<file path="config.mk">
export PLATFORM = sky130hd
export DESIGN_NAME = hamming_secded_codec
export DESIGN_NICKNAME = d
export VERILOG_FILES = /design/src/design/hsc_pkg.sv /design/src/design/hsc_syndrome.sv /design/src/design/hsc_resolve.sv /design/src/design/hamming_secded_codec.sv
export SDC_FILE = /design/constraint.sdc
export NUM_CORES = 1
export LEC_CHECK = 0
export ABC_AREA = 1
export BUFFER_PORTS_ARGS = -buffer_cell sky130_fd_sc_hd__clkbuf_2
export CAP_MARGIN = 0
export CELL_PAD_IN_SITES_DETAIL_PLACEMENT = 0
export CELL_PAD_IN_SITES_GLOBAL_PLACEMENT = 2
export CORE_MARGIN = 2
export CORE_UTILIZATION = 35
export CTS_CLUSTER_SIZE = 8
export DETAILED_ROUTE_END_ITERATION = 10
export GPL_TIMING_DRIVEN = 1
export PLACE_DENSITY_LB_ADDON = 0.1
export SLEW_MARGIN = 20
export SYNTH_ARGS = -nofsm -noshare
export SYNTH_HDL_FRONTEND = slang
export SYNTH_SLANG_ARGS = --single-unit
</file>
<file path="constraint.sdc">
create_clock -name i_clk -period 13 [get_ports i_clk]
set_input_delay 1.95 -clock i_clk [delete_from_list [all_inputs] [get_ports i_clk]]
set_output_delay 1.95 -clock i_clk [all_outputs]
set_load 0.02 [all_outputs]
</file>
<file path="src/design/hsc_pkg.sv">
`timescale 1ns / 1ps
// hsc_pkg: shared types, constants and codeword-layout functions
// for the SECDED codec. No dependencies.
package hsc_pkg;

    localparam int MAX_DATA_BITS_DEF = 64;
    localparam int LEN_W             = 7;
    localparam int SYN_W             = 7;
    localparam int CHK_W             = 8;
    localparam int CNT_W             = 3;

    localparam logic [LEN_W-1:0] LEN_RESET = 7'd64;

    localparam logic REQ_ENCODE = 1'b0;
    localparam logic REQ_DECODE = 1'b1;

    typedef enum logic [1:0] {
        ST_CLEAN  = 2'd0,
        ST_SINGLE = 2'd1,
        ST_DOUBLE = 2'd2,
        ST_RANGE  = 2'd3
    } t_status;

    typedef struct packed {
        logic [SYN_W-1:0] syn;
        logic             par;
    } t_syn_info;

    // codeword position of data bit idx: idx-th non-power-of-two position from 3
    function automatic logic [SYN_W-1:0] data_pos(input int unsigned idx);
        int unsigned cnt;
        logic [SYN_W-1:0] res;
        cnt = 0;
        res = '0;
        for (int q = 3; q < 128; q++) begin
            if ((q & (q - 1)) != 0) begin
                if (cnt == idx) begin
                    res = SYN_W'(q);
                end
                cnt++;
            end
        end
        return res;
    endfunction

    // smallest r with 2^r >= len + r + 1
    function automatic logic [CNT_W-1:0] parity_count(input logic [LEN_W-1:0] len);
        logic [CNT_W-1:0] r;
        r = CNT_W'(7);
        for (int k = 6; k >= 1; k--) begin
            if ((8'd1 << k) >= (8'(len) + 8'(k) + 8'd1)) begin
                r = CNT_W'(k);
            end
        end
        return r;
    endfunction

endpackage

</file>
<file path="src/design/hsc_syndrome.sv">
`timescale 1ns / 1ps
// hsc_syndrome: masks the data word to the active length and folds the
// positions of its set bits into a syndrome and parity. Uses hsc_pkg.
module hsc_syndrome #(
    parameter int MAX_DATA_BITS = hsc_pkg::MAX_DATA_BITS_DEF
) (
    input  logic [MAX_DATA_BITS-1:0]    i_data,
    input  logic [hsc_pkg::LEN_W-1:0]   i_len,
    output logic [MAX_DATA_BITS-1:0]    o_data_m,
    output hsc_pkg::t_syn_info          o_info
);
    import hsc_pkg::*;

    logic [SYN_W-1:0] contrib [MAX_DATA_BITS];
    logic [SYN_W-1:0] syn;

    for (genvar g = 0; g < MAX_DATA_BITS; g++) begin : g_bit
        localparam logic [SYN_W-1:0] POS = data_pos(g);
        assign o_data_m[g] = i_data[g] & (LEN_W'(g) < i_len);
        assign contrib[g]  = {SYN_W{o_data_m[g]}} & POS;
    end

    always_comb begin
        syn = '0;
        for (int d = 0; d < MAX_DATA_BITS; d++) begin
            syn = syn ^ contrib[d];
        end
    end

    assign o_info.syn = syn;
    assign o_info.par = ^o_data_m;

endmodule

</file>
<file path="src/design/hsc_resolve.sv">
`timescale 1ns / 1ps
// hsc_resolve: builds check bits on encode; on decode classifies the
// syndrome and corrects a single error. Uses hsc_pkg.
module hsc_resolve #(
    parameter int MAX_DATA_BITS = hsc_pkg::MAX_DATA_BITS_DEF
) (
    input  logic                        i_req,
    input  logic [MAX_DATA_BITS-1:0]    i_data_m,
    input  logic [hsc_pkg::CHK_W-1:0]   i_chk,
    input  logic [hsc_pkg::LEN_W-1:0]   i_len,
    input  hsc_pkg::t_syn_info          i_info,
    output logic [MAX_DATA_BITS-1:0]    o_data,
    output logic [hsc_pkg::CHK_W-1:0]   o_chk,
    output hsc_pkg::t_status            o_status,
    output logic [hsc_pkg::SYN_W-1:0]   o_epos
);
    import hsc_pkg::*;

    logic [CNT_W-1:0]         p_cnt;
    logic [LEN_W-1:0]         cw_len;
    logic [SYN_W-1:0]         rmask;
    logic [CHK_W-1:0]         chk_m;
    logic [SYN_W-1:0]         pbits;
    logic [SYN_W-1:0]         syn_d;
    logic                     par_d;
    logic [MAX_DATA_BITS-1:0] hit;

    assign p_cnt  = parity_count(i_len);
    assign cw_len = i_len + LEN_W'(p_cnt) + LEN_W'(1);
    assign rmask  = SYN_W'((8'd1 << p_cnt) - 8'd1);
    assign chk_m  = i_chk & {rmask, 1'b1};
    assign pbits  = i_info.syn & rmask;
    assign syn_d  = i_info.syn ^ chk_m[CHK_W-1:1];
    assign par_d  = i_info.par ^ (^chk_m);

    for (genvar g = 0; g < MAX_DATA_BITS; g++) begin : g_hit
        localparam logic [SYN_W-1:0] POS = data_pos(g);
        assign hit[g] = (syn_d == POS);
    end

    always_comb begin
        o_data   = i_data_m;
        o_chk    = chk_m;
        o_status = ST_CLEAN;
        o_epos   = '0;
        if (i_req == REQ_ENCODE) begin
            o_chk = {pbits, i_info.par ^ (^pbits)};
        end else if (!par_d) begin
            if (syn_d != '0) begin
                o_status = ST_DOUBLE;
            end
        end else if (syn_d >= cw_len) begin
            o_status = ST_RANGE;
            o_epos   = syn_d;
        end else begin
            o_status = ST_SINGLE;
            o_epos   = syn_d;
            if (syn_d == '0) begin
                o_chk[0] = ~chk_m[0];
            end else begin
                for (int k = 0; k < SYN_W; k++) begin
                    if (syn_d == (SYN_W'(1) << k)) begin
                        o_chk[k+1] = ~chk_m[k+1];
                    end
                end
                o_data = i_data_m ^ hit;
            end
        end
    end

endmodule

</file>
<file path="src/design/hamming_secded_codec.sv">
`timescale 1ns / 1ps
// hamming_secded_codec: top level of the extended Hamming SECDED codec.
// Uses hsc_pkg, hsc_syndrome and hsc_resolve.
//
//  channel  | handshake            | payload
//  ---------+----------------------+------------------------------------------
//  request  | i_valid / o_stall    | i_req_type, i_data_bits, i_check_bits
//  result   | o_valid / i_stall    | o_out_data, o_out_check, o_status,
//           |                      | o_error_position
//  config   | i_cfg_wr_en          | i_cfg_wr_data (data_length)
//
// Two register stages: request register, then result register. One transfer
// per cycle sustained while the result is not stalled; a request is held in
// the request register and its result is registered into the result register.
// Synchronous active-low reset clears both valid bits and sets length to 64.
// A stalled result holds; the request stage keeps accepting while either
// stage has room.
module hamming_secded_codec #(
    parameter int MAX_DATA_BITS = hsc_pkg::MAX_DATA_BITS_DEF
) (
    input  logic                        i_clk,
    input  logic                        i_rst_n,
    input  logic                        i_cfg_wr_en,
    input  logic [hsc_pkg::LEN_W-1:0]   i_cfg_wr_data,
    input  logic                        i_valid,
    output logic                        o_stall,
    input  logic                        i_req_type,
    input  logic [MAX_DATA_BITS-1:0]    i_data_bits,
    input  logic [hsc_pkg::CHK_W-1:0]   i_check_bits,
    output logic                        o_valid,
    input  logic                        i_stall,
    output logic [MAX_DATA_BITS-1:0]    o_out_data,
    output logic [hsc_pkg::CHK_W-1:0]   o_out_check,
    output logic [1:0]                  o_status,
    output logic [hsc_pkg::SYN_W-1:0]   o_error_position
);
    import hsc_pkg::*;

    localparam logic [LEN_W-1:0] MAX_LEN = LEN_W'(MAX_DATA_BITS);

    logic [LEN_W-1:0]         r_cfg_len;
    logic [LEN_W-1:0]         eff_len;

    logic                     r_in_vld;
    logic                     r_in_req;
    logic [MAX_DATA_BITS-1:0] r_in_data;
    logic [CHK_W-1:0]         r_in_chk;

    logic                     r_out_vld;
    logic                     r_out_req;
    logic [MAX_DATA_BITS-1:0] r_out_data;
    logic [CHK_W-1:0]         r_out_chk;
    t_status                  r_out_status;
    logic [SYN_W-1:0]         r_out_epos;

    logic                     adv_out;
    logic                     accept;

    logic [MAX_DATA_BITS-1:0] data_m;
    t_syn_info                syn_info;
    logic [MAX_DATA_BITS-1:0] n_data;
    logic [CHK_W-1:0]         n_chk;
    t_status                  n_status;
    logic [SYN_W-1:0]         n_epos;

    always_comb begin
        eff_len = r_cfg_len;
        if (r_cfg_len == '0) begin
            eff_len = LEN_W'(1);
        end else if (r_cfg_len > MAX_LEN) begin
            eff_len = MAX_LEN;
        end
    end

    assign adv_out = !r_out_vld || !i_stall;
    assign o_stall = r_in_vld && !adv_out;
    assign accept  = i_valid && !o_stall;

    always_ff @(posedge i_clk) begin
        if (!i_rst_n) begin
            r_cfg_len <= LEN_RESET;
        end else if (i_cfg_wr_en) begin
            r_cfg_len <= i_cfg_wr_data;
        end
    end

    always_ff @(posedge i_clk) begin
        if (!i_rst_n) begin
            r_in_vld  <= 1'b0;
            r_out_vld <= 1'b0;
        end else begin
            if (!o_stall) begin
                r_in_vld <= i_valid;
            end
            if (adv_out) begin
                r_out_vld <= r_in_vld;
            end
        end
    end

    always_ff @(posedge i_clk) begin
        if (accept) begin
            r_in_req  <= i_req_type;
            r_in_data <= i_data_bits;
            r_in_chk  <= i_check_bits;
        end
        if (r_in_vld && adv_out) begin
            r_out_req    <= r_in_req;
            r_out_data   <= n_data;
            r_out_chk    <= n_chk;
            r_out_status <= n_status;
            r_out_epos   <= n_epos;
        end
    end

    hsc_syndrome #(
        .MAX_DATA_BITS (MAX_DATA_BITS)
    ) u_syndrome (
        .i_data   (r_in_data),
        .i_len    (eff_len),
        .o_data_m (data_m),
        .o_info   (syn_info)
    );

    hsc_resolve #(
        .MAX_DATA_BITS (MAX_DATA_BITS)
    ) u_resolve (
        .i_req    (r_in_req),
        .i_data_m (data_m),
        .i_chk    (r_in_chk),
        .i_len    (eff_len),
        .i_info   (syn_info),
        .o_data   (n_data),
        .o_chk    (n_chk),
        .o_status (n_status),
        .o_epos   (n_epos)
    );

    assign o_valid          = r_out_vld;
    assign o_out_data       = r_out_data;
    assign o_out_check      = r_out_chk;
    assign o_status         = r_out_status;
    assign o_error_position = r_out_epos;

    a_reset_clears: assert property (@(posedge i_clk)
        !i_rst_n |=> !o_valid)
        else $error("result valid after reset");

    a_hold_request: assert property (@(posedge i_clk) disable iff (!i_rst_n)
        r_in_vld && !adv_out |=> r_in_vld)
        else $error("request lost while result stage blocked");

    a_encode_clean: assert property (@(posedge i_clk) disable iff (!i_rst_n)
        r_out_vld && r_out_req == REQ_ENCODE |->
            r_out_status == ST_CLEAN && r_out_epos == '0)
        else $error("encode result carries error status");

    a_epos_zero: assert property (@(posedge i_clk) disable iff (!i_rst_n)
        r_out_vld && (r_out_status == ST_CLEAN || r_out_status == ST_DOUBLE) |->
            r_out_epos == '0)
        else $error("error position set without single or range status");

endmodule

</file>
==> impl_results.md <==
* Clk Latency, worst-skew pair at 470 ps
* Power density over the cells at 163 nW/µm²
* Maximum vdd drop at 0.109 mV
* Synth Area in Compound Gates at 3.53%
* Yosys reg bits at 163
* Slew margin rel. at 31.0%
* CTS sink cnt at 163
* Simple-Gate Fraction of Synth Area at 44.2%
* Tightest Pin Transition at 1040 ps
* CTS resizes at 0
* TritonCTS clock tree: done
* Met1 WL at 22,400 µm
* Met2 WL at 21,400 µm
* Critical Path AT at 7230 ps
* Hold Path Depth at 2
* Hold Fails Final Rpt at 0
* Hold crit path type: reg -> reg
* Mux share of post-synthesis cell area at 0%
* Diodes inserted at 0
* Netlist cell types at 58
* Status: finished, final reports clean
* Kind of end point of the critical path: flop
* GRT Overall Usage at 26.9%
* CTS H-tree depth at 4
* Max Cap Viol at 0
* Max Root-Sink Buffers at 2
* Total Routed Length at 48,400 µm
* DR vias at 12,200
* First-pass GRT wire length at 71,700 µm
* Area of the mapped netlist at 12,400 µm²
* Largest net degree at the start of global routing at 74
* Worst-path clk slew at 70 ps
* Largest family of logic cells by synthesized area: simple AND/OR/NAND/NOR gates
* Crit path max fanout at 20
* Layout cell share with drive strength beyond 1 at 16.5%
* Wire length on met3 at 3030 µm
* Die height at 192 µm
* Post-CTS setup buffers at 0
* Unrepaired setup endpoints after global routing: no
* Final setup TNS at 0 ps
* Vias in the first global route at 11,400
* Post-Synth Adder-Cell Area at 1.77%
* Post-route ant nets at 0
* Post-Place Cells at 2,363
* Full die area at 37,000 µm²
* WHS at 539 ps
* Hold_buf cts at 0
* Filler cells at 3,774
* Sequential element share of the synthesized area at 38.7%
* R2R cell count at 26
* DR iter-0 viols at 1,053
* Final Skew at 18.1 ps
* Synthesis-to-layout area growth at 15.3%
* Post-synthesis net count at 1,864
* Initial Util at 35.2%
* Post-synthesis average cell area at 7.05 µm²
* Core area at 35,300 µm²
* P_leak at 0.00692 µW
* WL/cell at 20.2 µm
* Footprint of the multi-input gates at 6690 µm²
* First-pass DRT Iterations at 5
* Port-buffer cells at 167
* Register area at 4800 µm²
* Num CTS Buffers at 17
* Xor/xnor share of the synthesized area at 4.21%
* Total Power at 2340 µW
* DRC at 0
* Initial antenna violation count at 0
* WS Path Type: reg -> reg
* Fin nets at 2,023
* Slew Limit Fails at 0
* Final setup vio count at 0
* Detailed Place HPWL at 38,700 µm
* Syn Inst Count at 1,762
* Post-Layout Cell Count at 2,395
* IO Count at 168
* Total congestion overflow at 0
* Ys Warns at 0
* Die W at 192 µm
* Final Wtd Congestion at 0.917
* Cell Rows at 69
* WP data required at 13,210 ps
* Peak Freq at 143 MHz
* Root Driver: clkbuf_16
* Via density at 5.09
* Fin crit period at 7020 ps
* Final period util at 54.0%
* Crit start category: flop
* Max layer used: met4
## synth_stat cells, drive strengths merged
master	n	area, µm²
a211oi	1	7.51
a21boi	5	37.5
a21o	2	15.0
a21oi	23	141
a31oi	2	12.5
buf	26	183
clkbuf	5	18.8
clkinv	4	15.0
conb	1	3.75
dfxtp	9	180
edfxtp	154	4620
fa	1	20.0
ha	16	200
inv	190	726
nand2	649	2560
nand3	184	988
nand3b	7	52.6
nand4	52	413
nor2	258	1050
nor3	69	360
nor3b	4	35.0
nor4	1	6.26
o2111ai	1	8.76
o211ai	1	7.51
o21a	1	7.51
o21ai	30	169
o21bai	3	26.3
o22ai	1	6.26
or2	4	25.0
xnor2	17	149
xor2	41	374
## where the power goes
group / switching, µW / leakage [µW] / internal (µW)
sequential: 21.4 / 0.00156 / 632
clock: 243 / 0.000308 / 328
combinational: 819 / 0.00505 / 298
total: 1080 / 0.00692 / 1260
## kinds of logic (layout without fill, tap and decap cells)
family | count (synthesis) | count (layout)
AO/OA/AOI/OAI | 70 | 70
other | 1 | 1
AND/OR/NAND/NOR | 1228 | 1228
buffers and inverters | 225 | 397
flip-flops | 163 | 163
XOR/XNOR | 58 | 58
adder cells (fa/ha/maj) | 17 | 17
## layout by cell type (no fill, tap or decap), drive strengths merged, types with 7 or more instances in the layout
cell | synthesis | final
nand2 | 649 | 649
nor2 | 258 | 258
inv | 190 | 197
clkbuf | 5 | 185
nand3 | 184 | 184
edfxtp | 154 | 154
nor3 | 69 | 69
nand4 | 52 | 52
xor2 | 41 | 41
o21ai | 30 | 30
a21oi | 23 | 23
xnor2 | 17 | 17
ha | 16 | 16
dfxtp | 9 | 9
nand3b | 7 | 7
## worst paths after layout
path | start | slack, ps | end
setup / recovery | r_cfg_len[4] | 5980 | o_out_data[8]
hold / removal | r_in_vld | 540 | o_valid
setup reg to reg | r_cfg_len[4] | 5980 | o_out_data[8]
hold reg to reg | r_in_vld | 540 | o_valid
## cell type report
class	instances	share of cell area, %
clock buffer	18	3.00
clock inverter	14	1.48
inverter	194	5.18
multi-input combinational	1374	46.7
sequential	163	33.5
tap	461	4.03
timing repair buffer	171	6.04
## stage by stage
| stage | setup WS [ps] | util, % | instance area [µm²] |
|---|---|---|---|
| 6_report | 5980 | 40.6 | 14300 |
| 5_1_grt | 5250 | 40.6 | 14300 |
| 4_1_cts | 5990 | 40.6 | 14300 |
| 3_5_place_dp | 6040 | 38.8 | 13700 |
| 3_3_place_gp | 5870 | 38.8 | 13700 |
| 2_1_floorplan | 6560 | - | 12400 |
## registers in the layout, summed over array words and instances (netlist names)
name	count
o_out_data	64
r_in_data	64
o_out_check	8
r_in_chk	8
r_cfg_len	7
r_in_vld	1
o_error_position	7
o_valid	1
r_in_req	1
o_status	2
## critical path, cell delays in order (launching register included)
cell and delay (ps):
dfxtp_1 510, nor2_2 220, nand3_2 140, nand2_2 170, nand2_2 170, inv_1 210
ha_1 530, inv_2 210, nor2_1 530, inv_2 60, xor2_1 170, inv_1 70
nand4_1 320, inv_1 200, a21oi_1 70, ha_1 220, fa_1 400, nor2_1 110
o21ai_0 120, o21ai_0 270, ha_1 300, a21oi_1 120, o21ai_0 210, nor2_8 360
nand4_2 580, nor3_1 360, nor2_1 110
## per-layer routing
| layer | up-vias | global-route usage [%] |
|---|---|---|
| met1 | 5634 | 36.8 |
| met4 | 0 | 10.0 |
| met5 | - | 0 |
| met2 | 435 | 42.0 |
| met3 | 67 | 5.26 |
| li1 | 6066 | - |
Power figures use the tool's default switching activity.
